<file path="config.mk">
export PLATFORM = sky130hd
export DESIGN_NAME = adaptive_frame_rate_governor_flat
export DESIGN_NICKNAME = d
export VERILOG_FILES = /design/src/rtl/afrg_pkg.sv /design/src/rtl/afrg_if.sv /design/src/rtl/afrg_addsub.sv /design/src/rtl/adaptive_frame_rate_governor.sv /design/src/flat_wrapper.sv
export SDC_FILE = /design/constraint.sdc
export NUM_CORES = 1
export LEC_CHECK = 0
export ABC_AREA = 0
export BUFFER_PORTS_ARGS = -buffer_cell sky130_fd_sc_hd__buf_4
export CAP_MARGIN = 40
export CORE_MARGIN = 1.5
export CORE_UTILIZATION = 55
export CTS_BUF_LIST = sky130_fd_sc_hd__clkbuf_8
export CTS_CLUSTER_SIZE = 10
export DETAILED_ROUTE_END_ITERATION = 8
export PLACE_DENSITY_LB_ADDON = 0.2
export SYNTH_ARGS = -nofsm -noshare
export SYNTH_HDL_FRONTEND = slang
export SYNTH_SLANG_ARGS = --single-unit
</file>
<file path="constraint.sdc">
create_clock -name clk -period 7.5 [get_ports clk]
set_input_delay 0.75 -clock clk [delete_from_list [all_inputs] [get_ports clk]]
set_output_delay 0.75 -clock clk [all_outputs]
set_load 0.03 [all_outputs]
</file>
<file path="src/rtl/afrg_pkg.sv">
package afrg_pkg;

    localparam int unsigned WINDOW_TICKS = 60;

    localparam int unsigned FPS_W  = 8;
    localparam int unsigned IVL_W  = 6;
    localparam int unsigned PEND_W = 16;
    localparam int unsigned CNT_W  = 8;
    localparam int unsigned NS_W   = 32;
    localparam int unsigned SUM_W  = 40;
    localparam int unsigned ALU_W  = 48;
    localparam int unsigned REM_W  = 10;
    localparam int unsigned STEP_W = 5;

    localparam logic [CNT_W-1:0]  WIN_CNT      = CNT_W'(WINDOW_TICKS);
    localparam logic [FPS_W-1:0]  MIN_FPS      = 8'd30;
    localparam logic [IVL_W-1:0]  IVL_RESET    = 6'd33;
    localparam logic [REM_W-1:0]  IVL_DIVIDEND = 10'd1000;
    localparam logic [SUM_W-1:0]  SUM_MAX      = {SUM_W{1'b1}};
    localparam logic [PEND_W-1:0] PEND_MAX     = {PEND_W{1'b1}};

    typedef enum logic [1:0] {
        OP_TICK  = 2'd0,
        OP_BEGIN = 2'd1,
        OP_END   = 2'd2,
        OP_NOP   = 2'd3
    } op_t;

    typedef enum logic [2:0] {
        ST_IDLE,
        ST_EXEC,
        ST_EVAL,
        ST_DIV,
        ST_OUT
    } state_t;

    typedef enum logic [2:0] {
        SK_BADD,
        SK_WADD,
        SK_WSUB,
        SK_CMPLT,
        SK_CMPGT,
        SK_KEEP
    } step_kind_t;

    typedef struct packed {
        step_kind_t        kind;
        logic [2:0]        shift;
        logic signed [2:0] adj;
    } step_t;

    typedef struct packed {
        logic [ALU_W-1:0] x;
        logic [ALU_W-1:0] y;
        logic             sub;
    } alu_req_t;

    // busy*100, then walk the window multiple through 50, 60, 70, 98, 95, 90
    function automatic step_t step_rom(input logic [STEP_W-1:0] idx);
        step_t s;
        unique case (idx)
            5'd0:    s = '{SK_BADD,  3'd6, 3'sd0};
            5'd1:    s = '{SK_BADD,  3'd5, 3'sd0};
            5'd2:    s = '{SK_BADD,  3'd2, 3'sd0};
            5'd3:    s = '{SK_WADD,  3'd5, 3'sd0};
            5'd4:    s = '{SK_WADD,  3'd4, 3'sd0};
            5'd5:    s = '{SK_WADD,  3'd1, 3'sd0};
            5'd6:    s = '{SK_CMPLT, 3'd0, 3'sd3};
            5'd7:    s = '{SK_WADD,  3'd3, 3'sd0};
            5'd8:    s = '{SK_WADD,  3'd1, 3'sd0};
            5'd9:    s = '{SK_CMPLT, 3'd0, 3'sd2};
            5'd10:   s = '{SK_WADD,  3'd3, 3'sd0};
            5'd11:   s = '{SK_WADD,  3'd1, 3'sd0};
            5'd12:   s = '{SK_CMPLT, 3'd0, 3'sd1};
            5'd13:   s = '{SK_WADD,  3'd5, 3'sd0};
            5'd14:   s = '{SK_WSUB,  3'd2, 3'sd0};
            5'd15:   s = '{SK_CMPGT, 3'd0, -3'sd3};
            5'd16:   s = '{SK_WSUB,  3'd1, 3'sd0};
            5'd17:   s = '{SK_WSUB,  3'd0, 3'sd0};
            5'd18:   s = '{SK_CMPGT, 3'd0, -3'sd2};
            5'd19:   s = '{SK_WSUB,  3'd2, 3'sd0};
            5'd20:   s = '{SK_WSUB,  3'd0, 3'sd0};
            5'd21:   s = '{SK_CMPGT, 3'd0, -3'sd1};
            default: s = '{SK_KEEP,  3'd0, 3'sd0};
        endcase
        return s;
    endfunction

endpackage

</file>
<file path="src/rtl/afrg_if.sv">
interface afrg_item_if;
    import afrg_pkg::*;

    logic                  valid;
    logic                  ready;
    op_t                   op;
    logic [NS_W-1:0]       tick_ns;
    logic [NS_W-1:0]       render_ns;

    modport source (output valid, op, tick_ns, render_ns, input ready);
    modport sink   (input valid, op, tick_ns, render_ns, output ready);
endinterface

interface afrg_result_if;
    import afrg_pkg::*;

    logic                  valid;
    logic                  ready;
    logic                  frame_go;
    logic [FPS_W-1:0]      current_fps;
    logic [IVL_W-1:0]      interval_ms;
    logic [PEND_W-1:0]     ticks_taken;

    modport source (output valid, frame_go, current_fps, interval_ms, ticks_taken,
                    input ready);
    modport sink   (input valid, frame_go, current_fps, interval_ms, ticks_taken,
                    output ready);
endinterface

</file>
<file path="src/rtl/afrg_addsub.sv">
module afrg_addsub (
    input  afrg_pkg::alu_req_t          req,
    output logic [afrg_pkg::ALU_W:0]    res
);
    import afrg_pkg::*;

    logic [ALU_W:0] opb;

    assign opb = {1'b0, (req.sub ? ~req.y : req.y)};
    assign res = {1'b0, req.x} + opb + {{ALU_W{1'b0}}, req.sub};

endmodule

</file>
<file path="src/rtl/adaptive_frame_rate_governor.sv">
// Adaptive frame-rate governor.
// item channel: one beat per event (op 0 timer tick, 1 frame begin, 2 frame end,
// 3 ignored). result channel: one beat per item beat, carrying frame_go,
// the rate in force, the sleep interval and the ticks consumed by a frame begin.
// cfg_we/cfg_data write target_fps; the rate in force reloads to it and the
// interval is recomputed, which keeps the block busy and drops any unfinished item.
// Every item runs one at a time through a small sequencer that drives a single
// shared 48-bit add/subtract unit. item.ready is high only in the idle state.
// Most items go from idle through execute to the result state. A tick that closes
// a window first runs stepped compares (100*busy against 50/60/70/98/95/90 times
// window time); a frame begin that changes the rate first runs repeated
// subtraction for 1000/fps.
// A result beat holds in its register until taken; the block accepts no new item
// while it waits, so a stalled receiver stalls the sender.
// Reset (rst_n, asynchronous, active low) sets the rate to 30 fps, the interval
// to 33 ms and clears all pending counts and sums.
module adaptive_frame_rate_governor (
    input  logic                        clk,
    input  logic                        rst_n,
    afrg_item_if.sink                   item,
    afrg_result_if.source               result,
    input  logic                        cfg_we,
    input  logic [afrg_pkg::FPS_W-1:0]  cfg_data
);
    import afrg_pkg::*;

    state_t             state_reg,         state_next;
    logic [FPS_W-1:0]   target_reg,        target_next;
    logic [FPS_W-1:0]   rate_now_reg,      rate_now_next;
    logic [FPS_W-1:0]   rate_next_reg,     rate_next_next;
    logic [IVL_W-1:0]   interval_reg,      interval_next;
    logic [PEND_W-1:0]  pend_reg,          pend_next;
    logic [CNT_W-1:0]   win_cnt_reg,       win_cnt_next;
    logic [SUM_W-1:0]   win_time_reg,      win_time_next;
    logic [SUM_W-1:0]   busy_reg,          busy_next;
    op_t                op_reg,            op_next;
    logic [NS_W-1:0]    arg_reg,           arg_next;
    logic [STEP_W-1:0]  step_reg,          step_next;
    logic [ALU_W-1:0]   b100_reg,          b100_next;
    logic [ALU_W-1:0]   pw_reg,            pw_next;
    logic [REM_W-1:0]   rem_reg,           rem_next;
    logic               div_out_reg,       div_out_next;
    logic               go_reg,            go_next;
    logic [PEND_W-1:0]  taken_reg,         taken_next;

    alu_req_t           alu_req;
    logic [ALU_W:0]     alu_res;
    step_t              step;
    logic [CNT_W-1:0]   cnt_inc;
    logic [SUM_W-1:0]   sum_sat;
    logic [9:0]         nt_full;
    logic [FPS_W-1:0]   nt_sel;
    logic [FPS_W-1:0]   cfg_fps;

    afrg_addsub u_addsub (
        .req (alu_req),
        .res (alu_res)
    );

    assign item.ready         = (state_reg == ST_IDLE) && !cfg_we;
    assign result.valid       = (state_reg == ST_OUT);
    assign result.frame_go    = go_reg;
    assign result.current_fps = rate_now_reg;
    assign result.interval_ms = interval_reg;
    assign result.ticks_taken = taken_reg;

    assign step    = step_rom(step_reg);
    assign cnt_inc = win_cnt_reg + 8'd1;
    assign sum_sat = alu_res[SUM_W] ? SUM_MAX : alu_res[SUM_W-1:0];
    assign cfg_fps = (cfg_data < MIN_FPS) ? MIN_FPS : cfg_data;
    assign nt_full = {2'b00, rate_now_reg} + {{7{step.adj[2]}}, step.adj};

    always_comb
    begin
        if ($signed(nt_full) > $signed({2'b00, target_reg}))
        begin
            nt_sel = target_reg;
        end
        else if ($signed(nt_full) < $signed({2'b00, MIN_FPS}))
        begin
            nt_sel = MIN_FPS;
        end
        else
        begin
            nt_sel = nt_full[FPS_W-1:0];
        end
    end

    always_comb
    begin
        state_next     = state_reg;
        target_next    = target_reg;
        rate_now_next  = rate_now_reg;
        rate_next_next = rate_next_reg;
        interval_next  = interval_reg;
        pend_next      = pend_reg;
        win_cnt_next   = win_cnt_reg;
        win_time_next  = win_time_reg;
        busy_next      = busy_reg;
        op_next        = op_reg;
        arg_next       = arg_reg;
        step_next      = step_reg;
        b100_next      = b100_reg;
        pw_next        = pw_reg;
        rem_next       = rem_reg;
        div_out_next   = div_out_reg;
        go_next        = go_reg;
        taken_next     = taken_reg;
        alu_req        = '0;

        unique case (state_reg)
            ST_IDLE:
            begin
                if (item.valid && item.ready)
                begin
                    op_next    = item.op;
                    arg_next   = (item.op == OP_END) ? item.render_ns : item.tick_ns;
                    state_next = ST_EXEC;
                end
            end

            ST_EXEC:
            begin
                go_next    = 1'b0;
                taken_next = '0;
                unique case (op_reg)
                    OP_TICK:
                    begin
                        alu_req.x = {{(ALU_W-SUM_W){1'b0}}, win_time_reg};
                        alu_req.y = {{(ALU_W-NS_W){1'b0}}, arg_reg};
                        if (pend_reg != PEND_MAX)
                        begin
                            pend_next = pend_reg + 16'd1;
                        end
                        if (cnt_inc >= WIN_CNT)
                        begin
                            if (sum_sat != '0)
                            begin
                                win_time_next = sum_sat;
                                step_next     = '0;
                                b100_next     = '0;
                                pw_next       = '0;
                                state_next    = ST_EVAL;
                            end
                            else
                            begin
                                win_cnt_next  = '0;
                                win_time_next = '0;
                                state_next    = ST_OUT;
                            end
                        end
                        else
                        begin
                            win_cnt_next  = cnt_inc;
                            win_time_next = sum_sat;
                            state_next    = ST_OUT;
                        end
                    end
                    OP_BEGIN:
                    begin
                        taken_next = pend_reg;
                        pend_next  = '0;
                        go_next    = (pend_reg != '0);
                        if ((pend_reg != '0) && (rate_now_reg != rate_next_reg))
                        begin
                            rate_now_next = rate_next_reg;
                            rem_next      = IVL_DIVIDEND;
                            interval_next = '0;
                            div_out_next  = 1'b1;
                            state_next    = ST_DIV;
                        end
                        else
                        begin
                            state_next = ST_OUT;
                        end
                    end
                    OP_END:
                    begin
                        alu_req.x  = {{(ALU_W-SUM_W){1'b0}}, busy_reg};
                        alu_req.y  = {{(ALU_W-NS_W){1'b0}}, arg_reg};
                        busy_next  = sum_sat;
                        state_next = ST_OUT;
                    end
                    default:
                    begin
                        state_next = ST_OUT;
                    end
                endcase
            end

            ST_EVAL:
            begin
                unique case (step.kind)
                    SK_BADD:
                    begin
                        alu_req.x = b100_reg;
                        alu_req.y = {{(ALU_W-SUM_W){1'b0}}, busy_reg} << step.shift;
                        b100_next = alu_res[ALU_W-1:0];
                        step_next = step_reg + 5'd1;
                    end
                    SK_WADD, SK_WSUB:
                    begin
                        alu_req.x   = pw_reg;
                        alu_req.y   = {{(ALU_W-SUM_W){1'b0}}, win_time_reg} << step.shift;
                        alu_req.sub = (step.kind == SK_WSUB);
                        pw_next     = alu_res[ALU_W-1:0];
                        step_next   = step_reg + 5'd1;
                    end
                    SK_CMPLT, SK_CMPGT:
                    begin
                        alu_req.x   = (step.kind == SK_CMPLT) ? b100_reg : pw_reg;
                        alu_req.y   = (step.kind == SK_CMPLT) ? pw_reg : b100_reg;
                        alu_req.sub = 1'b1;
                        if (!alu_res[ALU_W])
                        begin
                            rate_next_next = nt_sel;
                            busy_next      = '0;
                            win_cnt_next   = '0;
                            win_time_next  = '0;
                            state_next     = ST_OUT;
                        end
                        else
                        begin
                            step_next = step_reg + 5'd1;
                        end
                    end
                    default:
                    begin
                        rate_next_next = nt_sel;
                        busy_next      = '0;
                        win_cnt_next   = '0;
                        win_time_next  = '0;
                        state_next     = ST_OUT;
                    end
                endcase
            end

            ST_DIV:
            begin
                alu_req.x   = {{(ALU_W-REM_W){1'b0}}, rem_reg};
                alu_req.y   = {{(ALU_W-FPS_W){1'b0}}, rate_now_reg};
                alu_req.sub = 1'b1;
                if (alu_res[ALU_W])
                begin
                    rem_next      = alu_res[REM_W-1:0];
                    interval_next = interval_reg + 6'd1;
                end
                else
                begin
                    state_next = div_out_reg ? ST_OUT : ST_IDLE;
                end
            end

            ST_OUT:
            begin
                if (result.ready)
                begin
                    state_next = ST_IDLE;
                end
            end

            default:
            begin
                state_next = ST_IDLE;
            end
        endcase

        if (cfg_we)
        begin
            target_next   = cfg_fps;
            rate_now_next = cfg_fps;
            rem_next      = IVL_DIVIDEND;
            interval_next = '0;
            div_out_next  = 1'b0;
            state_next    = ST_DIV;
        end
    end

    always_ff @(posedge clk or negedge rst_n)
    begin
        if (!rst_n)
        begin
            state_reg     <= ST_IDLE;
            target_reg    <= MIN_FPS;
            rate_now_reg  <= MIN_FPS;
            rate_next_reg <= MIN_FPS;
            interval_reg  <= IVL_RESET;
            pend_reg      <= '0;
            win_cnt_reg   <= '0;
            win_time_reg  <= '0;
            busy_reg      <= '0;
            op_reg        <= OP_NOP;
            arg_reg       <= '0;
            step_reg      <= '0;
            b100_reg      <= '0;
            pw_reg        <= '0;
            rem_reg       <= '0;
            div_out_reg   <= 1'b0;
            go_reg        <= 1'b0;
            taken_reg     <= '0;
        end
        else
        begin
            state_reg     <= state_next;
            target_reg    <= target_next;
            rate_now_reg  <= rate_now_next;
            rate_next_reg <= rate_next_next;
            interval_reg  <= interval_next;
            pend_reg      <= pend_next;
            win_cnt_reg   <= win_cnt_next;
            win_time_reg  <= win_time_next;
            busy_reg      <= busy_next;
            op_reg        <= op_next;
            arg_reg       <= arg_next;
            step_reg      <= step_next;
            b100_reg      <= b100_next;
            pw_reg        <= pw_next;
            rem_reg       <= rem_next;
            div_out_reg   <= div_out_next;
            go_reg        <= go_next;
            taken_reg     <= taken_next;
        end
    end

endmodule
</file>
<file path="src/flat_wrapper.sv">
// flat-port wrapper written by rule: the top's interface ports become plain ports
module adaptive_frame_rate_governor_flat import afrg_pkg::*;
  (clk, rst_n, cfg_we, cfg_data, item_valid, item_op, item_tick_ns, item_render_ns, item_ready, result_valid, result_frame_go, result_current_fps, result_interval_ms, result_ticks_taken, result_ready);
  afrg_item_if item_i ();
  afrg_result_if result_i ();
  input  logic clk;
  input  logic rst_n;
  input  logic cfg_we;
  input  logic [afrg_pkg::FPS_W-1:0] cfg_data;
  input wire logic [$bits(item_i.valid)-1:0] item_valid;
  input wire logic [$bits(item_i.op)-1:0] item_op;
  input wire logic [$bits(item_i.tick_ns)-1:0] item_tick_ns;
  input wire logic [$bits(item_i.render_ns)-1:0] item_render_ns;
  output wire logic [$bits(item_i.ready)-1:0] item_ready;
  output wire logic [$bits(result_i.valid)-1:0] result_valid;
  output wire logic [$bits(result_i.frame_go)-1:0] result_frame_go;
  output wire logic [$bits(result_i.current_fps)-1:0] result_current_fps;
  output wire logic [$bits(result_i.interval_ms)-1:0] result_interval_ms;
  output wire logic [$bits(result_i.ticks_taken)-1:0] result_ticks_taken;
  input wire logic [$bits(result_i.ready)-1:0] result_ready;
  assign item_i.valid = item_valid;
  assign item_i.op = item_op;
  assign item_i.tick_ns = item_tick_ns;
  assign item_i.render_ns = item_render_ns;
  assign item_ready = item_i.ready;
  assign result_valid = result_i.valid;
  assign result_frame_go = result_i.frame_go;
  assign result_current_fps = result_i.current_fps;
  assign result_interval_ms = result_i.interval_ms;
  assign result_ticks_taken = result_i.ticks_taken;
  assign result_i.ready = result_ready;
  adaptive_frame_rate_governor u_core (.clk(clk), .rst_n(rst_n), .item(item_i), .result(result_i), .cfg_we(cfg_we), .cfg_data(cfg_data));
endmodule
</file>
Word-level counts from Yosys, hierarchy flattened
Memory sizes are Yosys's and may differ from the RTL's.
Cells that the tools add are included.
{ "classes": {"bitwise": 2, "n_lt_le_gt_ge": 4, "mux": 76, "n_addsub": 7, "shift": 2, "eq_ne": 34, "n_reduce_logical": 30} }
{ "op_table": {"columns": ["cell", "count"], "rows": [
  ["96-bit one-hot mux with 3 select lines", 2],
  ["48-bit 2-to-1 mux", 8],
  ["40-bit 2-to-1 mux", 6],
  ["40-bit one-hot mux with 2 select lines", 3],
  ["48-bit one-hot mux with 2 select lines", 2],
  ["88-bit one-hot mux with 2 select lines", 1],
  ["8-bit 2-to-1 mux", 12],
  ["40-bit by 3-bit left shift with 48-bit output", 2],
  ["48-bit by 48-bit adder with 49-bit output", 1],
  ["49-bit by 1-bit adder with 49-bit output", 1],
  ["48-bit inverter", 1],
  ["8-bit one-hot mux with 2 select lines", 3],
  ["10-bit 2-to-1 mux", 4],
  ["40-bit nonzero test", 1],
  ["16-bit 2-to-1 mux", 2],
  ["32-bit 2-to-1 mux", 1],
  ["16-bit one-hot mux with 2 select lines", 1],
  ["3-bit 2-to-1 mux", 9],
  ["6-bit 2-to-1 mux", 4],
  ["3-bit != test (second input constant)", 7],
  ["5-bit 2-to-1 mux", 4],
  ["10-bit one-hot mux with 2 select lines", 1],
  ["5-bit one-hot mux with 2 select lines", 2],
  ["5-bit AND reduction", 4],
  ["39 further kinds", 73]
]} }
{ "word_totals": {"elab_cells": 174, "rom_bits": 288, "memories": 1, "out_inout_bits": 33, "input_bits": 79, "reg_bits": 300} }
{ "mem_list": {"columns": ["memory", "words", "width", "read_ports", "rd_clocked_by_memory_dff", "wr", "line", "source"], "rows": [
  ["(name not given)", 32, 9, 1, 0, 0, "afrg_pkg.sv:61", "unique case (idx)"]
]} }

Longest topological paths before layout
Gate-level depths: netlist of the first run.
An unclocked memory read counts as a cell.
{ "logic_depth": {"depth_word": 16, "mapped_depth": 34, "depth_no_buf": 30} }

Cells and area by module
A second synthesis of the first run with hierarchy kept.
{ "unflattened": {"cells_unflattened": 2627, "hier_area_um2": 21984.8} }
{ "by_module_without_submodules": {"columns": ["module", "n_inst", "seq_area_each_um2", "cells_per_inst", "area_each_um2"], "rows": [
  ["adaptive_frame_rate_governor", 1, 7527.2, 2167, 18587.8],
  ["afrg_addsub", 1, 0.0, 460, 3397.0]
]} }

Worst setup path after synthesis of the first run
Ideal clock, no wire load.
{ "synth_timing": {"kind": "register to register", "start": "register u_core.step_reg[2]", "end": "register u_core.busy_reg[11]", "stages_incl_launch_ff": 33, "synth_period_minus_slack_ns": 7.523, "t_arrival_ns": 7.398, "path_slack_ns": -0.023, "cell_sequence": "dfrtp_1 buf_4 clkbuf_1 inv_1 ha_1 nor3_1 a211oi_1 xnor2_1 nor2_1 clkbuf_1 mux2i_1 mux2_2 mux2i_1 mux2_2 a222oi_1 o21ai_0 xnor2_1 ha_1 clkbuf_1 nand2_1 o21ai_0 o211ai_1 o211ai_1 a31oi_1 o21ai_0 a41o_1 a211oi_1 o211ai_1 inv_1 a31oi_1 clkbuf_1 clkbuf_1 mux2_2"} }
{ "synth_between": {"elab_chain_cells": 12, "word_cells_on_any_way": 28, "cone_classes": "2 x add/sub; 6 x eq/ne; 2 x shift; 11 x mux; 1 x bitwise; 5 x reduce/logical; 1 x memory"} }
{ "synth_rtl": {"columns": ["item", "line", "source"], "rows": [
  ["from (decl)", "adaptive_frame_rate_governor.sv:38", "logic [STEP_W-1:0] step_reg, step_next;"],
  ["from (signal assigned)", "adaptive_frame_rate_governor.sv:315", "step_reg <= step_next;"],
  ["memory read 32 x 9 bit *", null, null],
  ["3-bit by 2-bit == test with 1-bit output (tied with other cells)", "adaptive_frame_rate_governor.sv:193, adaptive_frame_rate_governor.sv:211, adaptive_frame_rate_governor.sv:212", null],
  ["48-bit 2-to-1 mux (tied with other cells)", "adaptive_frame_rate_governor.sv:212", "alu_req.y = (step.kind == SK_CMPLT) ? pw_reg : b100_reg;"],
  ["96-bit one-hot mux with 3 select lines", "adaptive_frame_rate_governor.sv:193", "unique case (step.kind)"],
  ["96-bit one-hot mux with 3 select lines", "adaptive_frame_rate_governor.sv:111", "unique case (state_reg)"],
  ["48-bit inverter", "afrg_addsub.sv:9", "assign opb = {1'b0, (req.sub ? ~req.y : req.y)};"],
  ["48-bit 2-to-1 mux", "afrg_addsub.sv:9", null],
  ["48-bit by 48-bit adder with 49-bit output", "afrg_addsub.sv:10", "assign res = {1'b0, req.x} + opb + {{ALU_W{1'b0}}, req.sub};"],
  ["49-bit by 1-bit adder with 49-bit output", "afrg_addsub.sv:10", null],
  ["40-bit 2-to-1 mux", "adaptive_frame_rate_governor.sv:69", "assign sum_sat = alu_res[SUM_W] ? SUM_MAX : alu_res[SUM_W-1:0];"],
  ["40-bit 2-to-1 mux", "adaptive_frame_rate_governor.sv:126", "unique case (op_reg)"],
  ["40-bit one-hot mux with 2 select lines", "adaptive_frame_rate_governor.sv:111", null],
  ["to (signal assigned)", "adaptive_frame_rate_governor.sv:312", "busy_reg <= busy_next;"],
  ["to (decl)", "adaptive_frame_rate_governor.sv:35", "logic [SUM_W-1:0] busy_reg, busy_next;"]
]} }
Mark *: on every way between the ends. The rest lies on a longest branch, timed or not. The select of a mux whose other input is x is not followed.
A chain may end at the register's enable or synchronous reset.

Worst setup path after layout of the first run
{ "layout_timing": {"start": "register u_core.step_reg[0]", "end": "register u_core.pw_reg[45]"} }
{ "layout_between": {"elab_chain_cells": 13, "word_cells_on_any_way": 27, "cone_classes": "2 x add/sub; 6 x eq/ne; 2 x shift; 10 x mux; 1 x bitwise; 5 x reduce/logical; 1 x memory"} }
{ "layout_rtl": {"columns": ["item", "line", "source"], "rows": [
  ["memory read 32 x 9 bit *", null, null],
  ["3-bit by 2-bit == test with 1-bit output (tied with other cells)", "adaptive_frame_rate_governor.sv:193, adaptive_frame_rate_governor.sv:211, adaptive_frame_rate_governor.sv:212", null],
  ["48-bit 2-to-1 mux (tied with other cells)", "adaptive_frame_rate_governor.sv:212", null],
  ["96-bit one-hot mux with 3 select lines", "adaptive_frame_rate_governor.sv:193", null],
  ["96-bit one-hot mux with 3 select lines", "adaptive_frame_rate_governor.sv:111", null],
  ["48-bit inverter", "afrg_addsub.sv:9", null],
  ["48-bit 2-to-1 mux", "afrg_addsub.sv:9", null],
  ["48-bit by 48-bit adder with 49-bit output", "afrg_addsub.sv:10", null],
  ["49-bit by 1-bit adder with 49-bit output", "afrg_addsub.sv:10", null],
  ["40-bit 2-to-1 mux", "adaptive_frame_rate_governor.sv:69", null],
  ["40-bit nonzero test", "adaptive_frame_rate_governor.sv:137", "if (sum_sat != '0)"],
  ["2-bit by 1-bit != test with 1-bit output (no source line)", null, null],
  ["5-bit AND reduction (no source line)", null, null],
  ["to (signal assigned)", "adaptive_frame_rate_governor.sv:317", "pw_reg <= pw_next;"],
  ["to (decl)", "adaptive_frame_rate_governor.sv:40", "logic [ALU_W-1:0] pw_reg, pw_next;"]
]} }
Marks and branches as above.

==> results_tabular.tex, run 1 <==
\begin{tabular}{lr}
\hline
Metric & Value \\
\hline
\multicolumn{2}{l}{\textbf{Place}} \\
\quad Placer congestion estimate & 1.00 \\
\quad Half-perimeter wire length after detailed placement & 50.8 mm \\
\quad Placed instance count & 2947 \\
\quad Post-detailed-placement cell area & 23200 µm² \\
\quad IO Port Bufs & 111 \\
\multicolumn{2}{l}{\textbf{Route}} \\
\quad Initial DRC count & 2572 \\
\quad Vias per cell & 6.71 \\
\quad Total number of vias & 20572 \\
\quad DRT antenna net count & 0 \\
\quad Drt wl/cell & 24.1 µm \\
\quad Number of search-and-repair iterations in the first detailed-routing pass & 8 \\
\quad Remaining DRCs & 0 \\
\quad Total routed wirelength & 74.1 mm \\
\multicolumn{2}{l}{\textbf{Status}} \\
\quad Status & finished, final reports clean \\
\multicolumn{2}{l}{\textbf{Floorplan}} \\
\quad Die footprint & 39700 µm² \\
\quad Core outline area & 37800 µm² \\
\quad Die boundary width & 199 µm \\
\quad Standard-cell rows & 71 \\
\quad Starting density of the core & 0.561 \\
\quad Io pins & 112 \\
\quad Floorplan die height & 199 µm \\
\multicolumn{2}{l}{\textbf{Critical path}} \\
\quad Worst Path Max Fanout & 21 \\
\quad Worst reg-to-reg setup slack & 230 ps \\
\quad Worst Setup Path Type & flip-flop to flip-flop \\
\quad Req. time, crit path & 8070 ps \\
\quad Delay of the slowest critical-path stage & 500 ps \\
\quad Capturing point of the worst reg2reg path & u\_core.pw\_reg[45] \\
\quad Number of cells on the worst reg-to-reg path & 32 \\
\quad Worst path bufs/invs & 5 \\
\quad Dominant cell type by count on the critical path & a21oi\_1 \\
\quad Kind of launch point of the worst setup path & flip-flop \\
\quad Standard cell with the maximum stage delay on the critical path & ha\_1 \\
\quad Data arrival at the endpoint of the critical path & 7840 ps \\
\quad Cell family contributing the most delay on the critical path & simple AND/OR/NAND/NOR gates \\
\quad Type of element capturing the critical path & flip-flop \\
\quad Count of cell instances traversed by the critical path & 32 \\
\quad Critical R2R Launch & u\_core.step\_reg[0] \\
\multicolumn{2}{l}{\textbf{CTS}} \\
\quad CTS tree & yes \\
\quad Clk pin slew, worst setup/hold paths & 60 ps \\
\quad Max clock buf depth & 3 \\
\quad Hold buffer count at CTS & 0 \\
\quad H-tree level count & 2 \\
\quad Clock tree root buffer cell & clkbuf\_8 \\
\quad Number of sinks handled by clock tree synthesis & 300 \\
\quad CTS buffer count & 53 \\
\quad Clock latency reported for the late side of the worst-skew pair & 670 ps \\
\multicolumn{2}{l}{\textbf{Finish}} \\
\quad Fill cell count & 3108 \\
\quad Count of inserted antenna diode cells & 0 \\
\quad Final core utilization & 0.662 \\
\quad Area of the multi-input gates & 13100 µm² \\
\quad Fraction of layout instances using a drive strength above 1 & 0.202 \\
\quad Total Nets Final & 2676 \\
\quad Final instance area & 25000 µm² \\
\quad Post-synthesis to final-layout area growth & 18.2\% \\
\quad Final cell count without fillers & 3068 \\
\quad Combined flip-flop and latch cell area & 7530 µm² \\
\multicolumn{2}{l}{\textbf{Yosys}} \\
\quad Largest cells by area after synthesis & dfrtp\_1, mux2i\_1, o21ai\_0 \\
\quad Synthesized net count & 2536 \\
\quad Part of the Yosys area used for sequential elements & 0.356 \\
\quad Biggest area consumer among synthesized cells & dfrtp\_1 \\
\quad Async S/R FF share, synth & 1.00 \\
\quad Dominant synthesized flop cell & dfrtp\_1 \\
\quad Count of synthesis-stage warnings from yosys & 0 \\
\quad Mean Syn Cell Area & 8.90 µm² \\
\quad Total standard cell area after synthesis & 21200 µm² \\
\quad Fraction of synthesized cell area taken by the top area cell type & 0.336 \\
\quad Number of enable-type register cells in the synthesized netlist & 0 \\
\quad Synthesized instance count & 2378 \\
\quad Ranking of synthesized cells by instance count & dfrtp\_1, nand2\_1, o21ai\_0 \\
\quad Most frequently used cell type in the post-synthesis netlist & dfrtp\_1 \\
\quad Number of flip-flops and latches in the synthesized netlist & 300 \\
\quad Yosys cell types & 82 \\
\multicolumn{2}{l}{\textbf{Timing}} \\
\quad Top achievable clock speed & 137 MHz \\
\quad Shortest clock period the worst path allows after layout & 7270 ps \\
\quad Tightest slew margin relative to the limit & 0.336 \\
\quad Pin slew with the least headroom to its limit & 994 ps \\
\quad Final worst path period share & 0.970 \\
\quad Count of final hold-check violations & 0 \\
\quad Fin Clk Skew & 36.9 ps \\
\quad \# setup viols final & 0 \\
\quad Final count of pins violating max slew & 0 \\
\quad Summed negative setup slack over all endpoints & 0 ps \\
\quad Hold Slack & 45.4 ps \\
\multicolumn{2}{l}{\textbf{Global route}} \\
\quad Antenna violations before repair & 1 \\
\quad Overflow left after global routing & 0 \\
\quad Vias in the first global route & 19838 \\
\quad Pin count of the biggest net entering global routing & 160 \\
\quad Global-route wire length before repair & 113 mm \\
\quad Total global-route track usage & 0.368 \\
\multicolumn{2}{l}{\textbf{Power}} \\
\quad Combinational group share of total power & 0.643 \\
\quad Share of total power consumed by net switching & 0.497 \\
\quad Clock power frac & 0.140 \\
\quad Sequential group share of total power & 0.218 \\
\quad Pwr dens & 504 nW/µm² \\
\quad Psw & 6270 µW \\
\quad Cell internal pwr & 6330 µW \\
\quad Peak supply drop & 0.257 mV \\
\quad Static power due to leakage & 0.0112 µW \\
\multicolumn{2}{l}{\textbf{Hold path}} \\
\quad Hold Crit Class & input pin to asynchronous set/reset pin \\
\multicolumn{2}{l}{\textbf{Run}} \\
\quad Max-cap viol count & 0 \\
\hline
\end{tabular}
[worst max-delay path by stage]
stage | end | from
2_1_floorplan | u_core.busy_reg[11] | u_core.step_reg[2]
3_3_place_gp | u_core.step_reg[4] | u_core.step_reg[1]
3_5_place_dp | u_core.step_reg[2] | u_core.step_reg[0]
4_1_cts | u_core.b100_reg[5] | u_core.step_reg[0]
5_1_grt | u_core.pw_reg[42] | u_core.step_reg[0]
6_report | u_core.pw_reg[45] | u_core.step_reg[0]
[through the flow]
step | power (µW) | setup slack [ps]
after floorplan | 7500 | 44.8
after global placement | 10100 | -169
after detailed placement | 10200 | -233
after CTS | 12000 | 13.8
after global routing | 13200 | -55.9
final | 12600 | 227
[routing by layer]
metal,routed length [µm],global-route usage,vias up
met4,3130,0.153,2
met1,31300,0.503,9956
met3,7330,0.0876,237
met2,32300,0.558,1207
met5,11,0,-
li1,-,-,9170
[timing repair]
action	4_1_cts	5_1_grt
resized for setup	4	70
gates cloned	0	5
endpoints found under the hold margin	0	0
pin swaps	1	30
setup buffers	1	21
endpoints found under the setup margin	157	221
[cell usage in the layout, fill, tap and decap left out, types with 15 or more instances in the layout]
cell      instances
a21o_1           80
a21oi_1         145
a222oi_1         48
a22o_1           70
a22oi_1          53
and3_1           15
buf_4           233
clkbuf_8         70
dfrtp_1         282
dfstp_2          16
ha_1             71
inv_1            66
mux2_2           66
mux2i_1         157
nand2_1         240
nand3_1          30
nand4_1          23
nor2_1          118
nor2b_1          19
nor3_1           51
nor3b_1          23
o211ai_1         16
o21ai_0         190
o21ai_1          16
o22ai_1          45
o31ai_1          15
xnor2_1          67
xor2_1           32
[power groups by stage]
stage	Sequential [µW]	Combinational [µW]	Clock, µW
2_1_floorplan	2520	4980	0
3_3_place_gp	2700	7390	0
3_5_place_dp	2710	7500	0
4_1_cts	2690	7540	1770
5_1_grt	2790	8600	1840
6_report	2750	8090	1760
[area by class of cell]
type | count | area share
Inverter | 62 | 0.00931
Clock buffer | 70 | 0.0385
Sequential cell | 300 | 0.301
Multi-Input combinational cell | 1841 | 0.525
Clock inverter | 24 | 0.0101
Timing Repair Buffer | 260 | 0.0902
Tap cell | 511 | 0.0256
[cell families after synthesis]
logic type / count (synthesis) / synth area share
flip-flops: 300 / 0.356
AO/OA/AOI/OAI: 819 / 0.261
buffers and inverters: 237 / 0.0443
adder cells (fa/ha/maj): 79 / 0.0474
multiplexers: 231 / 0.113
XOR/XNOR: 103 / 0.0426
AND/OR/NAND/NOR: 609 / 0.136
(Power assumes the default switching activity.)
==> run 2: changes to the inputs <==
--- a/config.mk
+++ b/config.mk
@@ -8,11 +8,14 @@
 export ABC_AREA = 0
 export BUFFER_PORTS_ARGS = -buffer_cell sky130_fd_sc_hd__buf_4
 export CAP_MARGIN = 40
+export CELL_PAD_IN_SITES_DETAIL_PLACEMENT = 1
+export CELL_PAD_IN_SITES_GLOBAL_PLACEMENT = 2
 export CORE_MARGIN = 1.5
-export CORE_UTILIZATION = 55
+export CORE_UTILIZATION = 36
 export CTS_BUF_LIST = sky130_fd_sc_hd__clkbuf_8
 export CTS_CLUSTER_SIZE = 10
 export DETAILED_ROUTE_END_ITERATION = 8
+export HOLD_SLACK_MARGIN = 0.15
 export PLACE_DENSITY_LB_ADDON = 0.2
 export SYNTH_ARGS = -nofsm -noshare
 export SYNTH_HDL_FRONTEND = slang
==> run 2 against run 1 <==
Against the previous run:
- setup slack got worse by 120 ps
- sequential power up 2%
- fmax shrank 1.6%
- clock power increased by 7%
- non-clock buffer count increased by 20
- combinational power grew 8.8%
- hold slack better by 280 ps
- critical path type unchanged
- largest power group unchanged
==> results_tabular.tex, run 2 (synthesis results as in run 1) <==
\begin{tabular}{lr}
\hline
Metric & Value \\
\hline
\multicolumn{2}{l}{\textbf{Status}} \\
\quad Status & finished, final reports clean \\
\multicolumn{2}{l}{\textbf{CTS}} \\
\quad Number of sinks handled by clock tree synthesis & 300 (unchanged) \\
\quad Clock latency reported for the late side of the worst-skew pair & 680 ps (about the same) \\
\quad CTS buffer count & 59 (+11\%) \\
\quad CTS tree & yes \\
\quad Clk pin slew, worst setup/hold paths & 60 ps (about the same) \\
\quad Clock tree root buffer cell & clkbuf\_8 \\
\quad Max clock buf depth & 3 (unchanged) \\
\quad H-tree level count & 2 (unchanged) \\
\multicolumn{2}{l}{\textbf{Floorplan}} \\
\quad Die boundary width & 245 µm (+23\%) \\
\quad Die footprint & 60300 µm² (+52\%) \\
\quad Starting density of the core & 0.365 (-0.195) \\
\quad Floorplan die height & 245 µm (+23\%) \\
\quad Core outline area & 57900 µm² (+53\%) \\
\quad Standard-cell rows & 88 (+24\%) \\
\quad Io pins & 112 (unchanged) \\
\multicolumn{2}{l}{\textbf{Global route}} \\
\quad Total global-route track usage & 0.273 (-0.0947) \\
\quad Vias in the first global route & 21141 (+6.6\%) \\
\quad Pin count of the biggest net entering global routing & 152 (-5.0\%) \\
\quad Antenna violations before repair & 1 (unchanged) \\
\quad Overflow left after global routing & 0 (unchanged) \\
\quad Global-route wire length before repair & 128 mm (+14\%) \\
\multicolumn{2}{l}{\textbf{Place}} \\
\quad Placement Setup Slack & -798 ps (-565 ps) \\
\quad Placer congestion estimate & 0.902 (-10\%) \\
\quad IO Port Bufs & 111 (unchanged) \\
\quad Placed instance count & 3207 (+8.8\%) \\
\quad Half-perimeter wire length after detailed placement & 59.8 mm (+18\%) \\
\quad Post-detailed-placement cell area & 23600 µm² (+1.7\%) \\
\multicolumn{2}{l}{\textbf{Finish}} \\
\quad Final instance area & 26100 µm² (+4.2\%) \\
\quad Post-synthesis to final-layout area growth & 23.1\% \\
\quad Leading cell type in the layout, fill and taps excluded & dfrtp\_1 \\
\quad Total Nets Final & 2702 (+0.97\%) \\
\quad Fraction of layout instances using a drive strength above 1 & 0.237 (+0.0350) \\
\quad Count of inserted antenna diode cells & 0 (unchanged) \\
\quad Final cell count without fillers & 3358 (+9.5\%) \\
\quad Most frequent cells in the layout & dfrtp\_1, buf\_4, nand2\_1, o21ai\_0, mux2i\_1 \\
\quad Fill cell count & 6691 (+120\%) \\
\multicolumn{2}{l}{\textbf{Route}} \\
\quad Remaining DRCs & 0 (unchanged) \\
\quad Number of search-and-repair iterations in the first detailed-routing pass & 7 (-1) \\
\quad Total number of vias & 20498 (-0.36\%) \\
\quad Vias per cell & 6.10 (-9.0\%) \\
\quad Initial DRC count & 1898 (-26\%) \\
\quad Drt wl/cell & 25.2 µm (+4.5\%) \\
\quad Total routed wirelength & 84.7 mm (+14\%) \\
\quad DRT antenna net count & 0 (unchanged) \\
\multicolumn{2}{l}{\textbf{Timing}} \\
\quad Fin Clk Skew & 34.9 ps (-2.01 ps) \\
\quad PnR worst setup slack & 111 ps (-116 ps) \\
\quad Count of final hold-check violations & 0 (unchanged) \\
\quad \# setup viols final & 0 (unchanged) \\
\quad Final count of pins violating max slew & 0 (unchanged) \\
\quad Shortest clock period the worst path allows after layout & 7390 ps (+116 ps) \\
\quad Final worst path period share & 0.985 (+0.0155) \\
\quad Pin slew with the least headroom to its limit & 1000 ps (+8.03 ps) \\
\quad Top achievable clock speed & 135 MHz (-1.6\%) \\
\quad Tightest slew margin relative to the limit & 0.332 (-0.00464) \\
\multicolumn{2}{l}{\textbf{Power}} \\
\quad Static power due to leakage & 0.0115 µW (+3.4\%) \\
\quad Pwr dens & 518 nW/µm² (+2.7\%) \\
\quad Peak supply drop & 0.318 mV (+23\%) \\
\multicolumn{2}{l}{\textbf{Critical path}} \\
\quad Critical R2R Launch & u\_core.step\_reg[0] \\
\quad Worst Setup Path Type & flip-flop to flip-flop \\
\quad Kind of launch point of the worst setup path & flip-flop \\
\quad Critical path capture point & u\_core.win\_time\_reg[27] \\
\quad CP Launch Point & u\_core.step\_reg[0] \\
\quad Type of element capturing the critical path & flip-flop \\
\quad Number of cells on the worst reg-to-reg path & 32 (unchanged) \\
\quad Worst Path Max Fanout & 8 (-62\%) \\
\quad Req. time, crit path & 8040 ps (-30 ps) \\
\quad Dominant cell type by count on the critical path & buf\_4 \\
\quad Standard cell with the maximum stage delay on the critical path & ha\_1 \\
\quad Capturing point of the worst reg2reg path & u\_core.win\_time\_reg[27] \\
\quad Delay of the slowest critical-path stage & 470 ps (-30 ps) \\
\quad Worst reg-to-reg setup slack & 110 ps (-120 ps) \\
\quad Data arrival at the endpoint of the critical path & 7920 ps (+80 ps) \\
\multicolumn{2}{l}{\textbf{Hold path}} \\
\quad Hold Crit Class & input pin to flip-flop \\
\multicolumn{2}{l}{\textbf{Run}} \\
\quad Max-cap viol count & 0 (unchanged) \\
\hline
\end{tabular}
==> run 2: worst min-delay path by stage <==
stage | start | end | slack [ps] | cells past startpoint
after floorplan | rst_n | u_core.arg_reg[0] | 450 | 0
after global placement | u_core.div_out_reg | u_core.div_out_reg | 460 | 1
after detailed placement | u_core.div_out_reg | u_core.div_out_reg | 470 | 1
after CTS | cfg_data[7] | u_core.target_reg[7] | 270 | 3
after global routing | item_op[1] | u_core.op_reg[1] | 310 | 2
final | cfg_data[5] | u_core.target_reg[5] | 330 | 3
==> run 2: layer usage <==
layer / global-route usage / share of wire / vias to the layer above
met3: 0.0404 / 0.064 / 158
met4: 0.0704 / 0.023 / 2
met5: 0 / 0.00014 / -
met2: 0.438 / 0.46 / 728
li1: - / - / 9209
met1: 0.384 / 0.46 / 10401
==> run 2: area by class of cell <==
| cell class | count | area [µm²] | area share |
|---|---|---|---|
| clock buffers | 78 | 1070 | 0.0412 |
| well taps | 765 | 957 | 0.0367 |
| flip-flops and latches | 300 | 7530 | 0.289 |
| repair buffers | 280 | 2440 | 0.0937 |
| multi-input cells | 1841 | 13600 | 0.520 |
| inverters | 62 | 233 | 0.00893 |
| clock inverters | 32 | 263 | 0.0101 |
==> run 2: per-stage QoR <==
step | hold WS [ps] | total power (µW) | utilization | setup TNS (ps)
floorplan | 445 | 7500 | - | 0
global placement | 459 | 10500 | 0.406 | -85710
detailed placement | 473 | 10600 | 0.407 | -110970
CTS | 275 | 12700 | 0.434 | 0
global route | 306 | 14200 | 0.450 | -6210
finish | 325 | 13500 | 0.450 | 0
==> run 2: what timing repair did <==
action,CTS,global route
setup endpoints to repair,220,220
pin swaps,9,58
resized for setup,38,134
gates cloned,0,4
setup buffers,8,28
hold buffers,1,0
endpoints found under the hold margin,74,0
==> run 2: worst max-delay path, delay by kind of cell, from the launching register on <==
kind            cells  cell delay [ps]
compound gates     10             1950
xor+xnor            3              520
fa+ha+maj           2              670
buf+inv             6             1030
flops               1              440
mux                 4              830
simple gates        7             1760
==> run 2: power by group <==
| part | leakage [µW] | switching [µW] | total, µW | internal, µW |
|---|---|---|---|---|
| sequential | 0.00387 | 621 | 2800 | 2180 |
| clock | 0.000736 | 809 | 1880 | 1070 |
| combinational | 0.00694 | 5320 | 8800 | 3480 |
==> run 3: changes to the inputs <==
--- a/config.mk
+++ b/config.mk
@@ -19,4 +19,5 @@
 export PLACE_DENSITY_LB_ADDON = 0.2
 export SYNTH_ARGS = -nofsm -noshare
 export SYNTH_HDL_FRONTEND = slang
+export SYNTH_HIERARCHICAL = 1
 export SYNTH_SLANG_ARGS = --single-unit
==> run 3 against run 2 <==
Against the previous run:
- first-iteration DRC count fell by 16%
- critical path type unchanged
- cell count grew 12%
- count of clock-buffer cells in the layout down 7
- largest power group unchanged
- combinational power increased by 30%
==> results_tabular.tex, run 3 <==
\begin{tabular}{lr}
\hline
Metric & Value \\
\hline
\multicolumn{2}{l}{\textbf{Critical path}} \\
\quad Critical R2R Launch & u\_core/step\_reg[1] \\
\quad Worst reg-to-reg setup slack & 160 ps (+50 ps) \\
\quad Worst Setup Path Type & flip-flop to flip-flop \\
\quad Delay of the slowest critical-path stage & 440 ps (-30 ps) \\
\quad Standard cell with the maximum stage delay on the critical path & dfrtp\_2 \\
\quad Data arrival at the endpoint of the critical path & 7880 ps (-40 ps) \\
\quad Number of cells on the worst reg-to-reg path & 35 (+9.4\%) \\
\quad Worst Path Max Fanout & 10 (+2) \\
\quad Kind of launch point of the worst setup path & flip-flop \\
\quad Type of element capturing the critical path & flip-flop \\
\quad Dominant cell type by count on the critical path & buf\_4 \\
\quad Req. time, crit path & 8050 ps (about the same) \\
\quad Capturing point of the worst reg2reg path & u\_core/b100\_reg[9] \\
\multicolumn{2}{l}{\textbf{Floorplan}} \\
\quad Core outline area & 60400 µm² (+4.2\%) \\
\quad Standard-cell rows & 90 (+2.3\%) \\
\quad Die boundary width & 250 µm (+1.9\%) \\
\quad Starting density of the core & 0.364 (-0.00121) \\
\quad Die footprint & 62600 µm² (+3.8\%) \\
\quad Io pins & 112 (unchanged) \\
\quad Floorplan die height & 250 µm (+1.9\%) \\
\multicolumn{2}{l}{\textbf{Place}} \\
\quad Half-perimeter wire length after detailed placement & 68.3 mm (+14\%) \\
\quad IO Port Bufs & 111 (unchanged) \\
\quad Placer congestion estimate & 0.969 (+7.4\%) \\
\quad Post-detailed-placement cell area & 25500 µm² (+8.2\%) \\
\multicolumn{2}{l}{\textbf{Yosys}} \\
\quad Total standard cell area after synthesis & 22000 µm² (+3.9\%) \\
\quad Yosys cell types & 104 (+27\%) \\
\quad Ranking of synthesized cells by instance count & nand2\_1, o21ai\_0, dfrtp\_1 \\
\quad Synthesized net count & 2781 (+9.7\%) \\
\quad Number of enable-type register cells in the synthesized netlist & 0 (unchanged) \\
\quad Count of synthesis-stage warnings from yosys & 6 (+6) \\
\quad Dominant synthesized flop cell & dfrtp\_1 \\
\quad Fraction of synthesized cell area taken by the top area cell type & 0.323 (-0.0125) \\
\quad Number of flip-flops and latches in the synthesized netlist & 300 (unchanged) \\
\quad Mean Syn Cell Area & 8.37 µm² (-6.0\%) \\
\quad Synthesized instance count & 2627 (+10\%) \\
\quad Largest cells by area after synthesis & dfrtp\_1, mux2i\_1, o21ai\_0 \\
\quad Async S/R FF share, synth & 1.00 (unchanged) \\
\quad Biggest area consumer among synthesized cells & dfrtp\_1 \\
\quad Most frequently used cell type in the post-synthesis netlist & nand2\_1 \\
\quad Part of the Yosys area used for sequential elements & 0.342 (-0.0133) \\
\multicolumn{2}{l}{\textbf{Timing}} \\
\quad \# setup viols final & 0 (unchanged) \\
\quad Tightest slew margin relative to the limit & 0.283 (-0.0488) \\
\quad Pin slew with the least headroom to its limit & 1080 ps (+73.2 ps) \\
\quad Final count of pins violating max slew & 0 (unchanged) \\
\quad Final worst path period share & 0.978 (-0.00685) \\
\quad Shortest clock period the worst path allows after layout & 7340 ps (-51.4 ps) \\
\quad Top achievable clock speed & 136 MHz (+0.70\%) \\
\quad Count of final hold-check violations & 0 (unchanged) \\
\quad Fin Clk Skew & 38.4 ps (+3.53 ps) \\
\multicolumn{2}{l}{\textbf{Finish}} \\
\quad Most frequent cells in the layout & nand2\_1, buf\_4, o21ai\_0, dfrtp\_1, mux2i\_1 \\
\quad Leading cell type in the layout, fill and taps excluded & nand2\_1 \\
\quad Total Nets Final & 3082 (+14\%) \\
\quad Final instance area & 27500 µm² (+5.5\%) \\
\quad Fraction of layout instances using a drive strength above 1 & 0.237 (-0.000361) \\
\quad Post-synthesis to final-layout area growth & 25.0\% \\
\quad Final core utilization & 0.455 (+0.00566) \\
\multicolumn{2}{l}{\textbf{Status}} \\
\quad Status & finished, final reports clean \\
\multicolumn{2}{l}{\textbf{Power}} \\
\quad Pwr dens & 577 nW/µm² (+11\%) \\
\quad Static power due to leakage & 0.0124 µW (+7.7\%) \\
\quad Peak supply drop & 0.233 mV (-27\%) \\
\multicolumn{2}{l}{\textbf{Route}} \\
\quad Drt wl/cell & 25.4 µm (+0.47\%) \\
\quad Vias per cell & 5.93 (-2.8\%) \\
\quad Number of search-and-repair iterations in the first detailed-routing pass & 7 (unchanged) \\
\quad Total number of vias & 22313 (+8.9\%) \\
\quad Remaining DRCs & 0 (unchanged) \\
\quad DRT antenna net count & 0 (unchanged) \\
\quad Total routed wirelength & 95.3 mm (+12\%) \\
\quad Initial DRC count & 1593 (-16\%) \\
\multicolumn{2}{l}{\textbf{CTS}} \\
\quad Clock tree root buffer cell & clkbuf\_8 \\
\quad Clk pin slew, worst setup/hold paths & 60 ps (about the same) \\
\quad CTS buffer count & 58 (-1.7\%) \\
\quad H-tree level count & 2 (unchanged) \\
\quad CTS tree & yes \\
\quad Max clock buf depth & 3 (unchanged) \\
\quad Number of sinks handled by clock tree synthesis & 300 (unchanged) \\
\quad Clock latency reported for the late side of the worst-skew pair & 710 ps (+30 ps) \\
\multicolumn{2}{l}{\textbf{Hold path}} \\
\quad Hold Crit Class & input pin to flip-flop \\
\quad Cell count of the worst hold path & 3 (unchanged) \\
\quad Worst min-delay path endpoint & u\_core/result.current\_fps[5] \\
\quad Hold Crit Start & cfg\_data[5] \\
\multicolumn{2}{l}{\textbf{Global route}} \\
\quad Antenna violations before repair & 2 (+1) \\
\quad Pin count of the biggest net entering global routing & 104 (-32\%) \\
\quad Vias in the first global route & 23024 (+8.9\%) \\
\quad Overflow left after global routing & 0 (unchanged) \\
\quad Total global-route track usage & 0.291 (+0.0174) \\
\quad Global-route wire length before repair & 141 mm (+9.9\%) \\
\multicolumn{2}{l}{\textbf{Run}} \\
\quad Max-cap viol count & 0 (unchanged) \\
\hline
\end{tabular}
-- run 3: cell count changes in the layout (fill, tap and decap cells not counted), sizes merged, moves of 20 or more --
| cell | change |
|---|---|
| nand2 | +155 |
| buf | +143 |
| o21ai | +135 |
| xor2 | +51 |
| nand3 | +50 |
| a222oi | -48 |
| a21o | -46 |
| a22o | -45 |
| nor3 | -41 |
| inv | +40 |
| xnor2 | -32 |
| mux2i | +24 |
| mux2 | -20 |
-- run 3: worst max-delay path by stage --
stage / slack, ps / end / cells after the start / from
6_report: 160 / u_core/b100_reg[9] / 35 / u_core/step_reg[1]
5_1_grt: -70 / u_core/b100_reg[9] / 35 / u_core/step_reg[1]
4_1_cts: 20 / u_core/pw_reg[28] / 34 / u_core/step_reg[1]
3_5_place_dp: -40 / u_core/pw_reg[43] / 33 / u_core/step_reg[1]
3_3_place_gp: -100 / u_core/pw_reg[42] / 32 / u_core/step_reg[0]
2_1_floorplan: 810 / u_core/pw_reg[9] / 35 / u_core/step_reg[0]
-- run 3: cell families (layout without fill, tap and decap cells) --
| kind of cell | after synthesis | count (layout) | synth area share |
|---|---|---|---|
| XOR/XNOR | 122 | 122 | 0.0486 |
| adder cells (fa/ha/maj) | 78 | 78 | 0.0449 |
| AND/OR/NAND/NOR | 757 | 758 | 0.152 |
| other | 0 | 1 | 0 |
| buffers and inverters | 282 | 631 | 0.0555 |
| multiplexers | 235 | 235 | 0.110 |
| AO/OA/AOI/OAI | 853 | 853 | 0.247 |
| flip-flops | 300 | 300 | 0.342 |
-- run 3: worst max-delay path, delay by kind of cell (launching register included) --
kind | cells | cell delay, ps
simple gates | 10 | 1520
fa+ha+maj | 3 | 790
compound gates | 10 | 2060
xor+xnor | 2 | 310
mux | 2 | 650
flops | 1 | 440
buf+inv | 8 | 1360
-- run 3: cell type report --
type                            instances  area, µm²
Clock buffer                           71        977
Fill cell                            7105      32900
Timing Repair Buffer                  427       3670
Clock inverter                         38        226
Sequential cell                       300       7530
Antenna cell                            1       2.50
Inverter                               95        357
Tap cell                              782        978
Multi-Input combinational cell       2046      13800
-- run 3: per-layer routing --
metal | vias up | global-route usage | share of wire | wire length (µm)
met2 | 754 | 0.474 | 0.46 | 43800
met3 | 208 | 0.0418 | 0.058 | 5520
met5 | - | 0 | 0.000094 | 9
li1 | 10068 | - | - | -
met4 | 2 | 0.0911 | 0.036 | 3440
met1 | 11281 | 0.396 | 0.45 | 42600
-- run 3: what timing repair did --
| item | in CTS | in global routing |
|---|---|---|
| pin swaps | 0 | 22 |
| resized for setup | 2 | 102 |
| hold buffers | 1 | 0 |
| setup buffers | 0 | 16 |
| endpoints found under the setup margin | 78 | 197 |
| cloned | 0 | 9 |
| endpoints found under the hold margin | 69 | 0 |
-- run 3: power by group --
part           total (µW)  leakage [µW]  switching (µW)  internal [µW]
Combinational       11400       0.00782            6790           4590
Sequential           2730       0.00390             589           2140
Clock                1750      0.000705             820            928
-- run 3: metrics by stage --
stage               setup TNS [ps]  hold slack [ps]  power [µW]  instances  setup WS (ps)
finish                           0              309       15900       3760            163
detailed placement            -336              477       13200       3624          -43.3
global route                  -601              293       16700       3759          -70.6
floorplan                        0              450        8450       2627            814
CTS                              0              253       15000       3734           16.7
global placement             -6620              469       12900       3618           -104
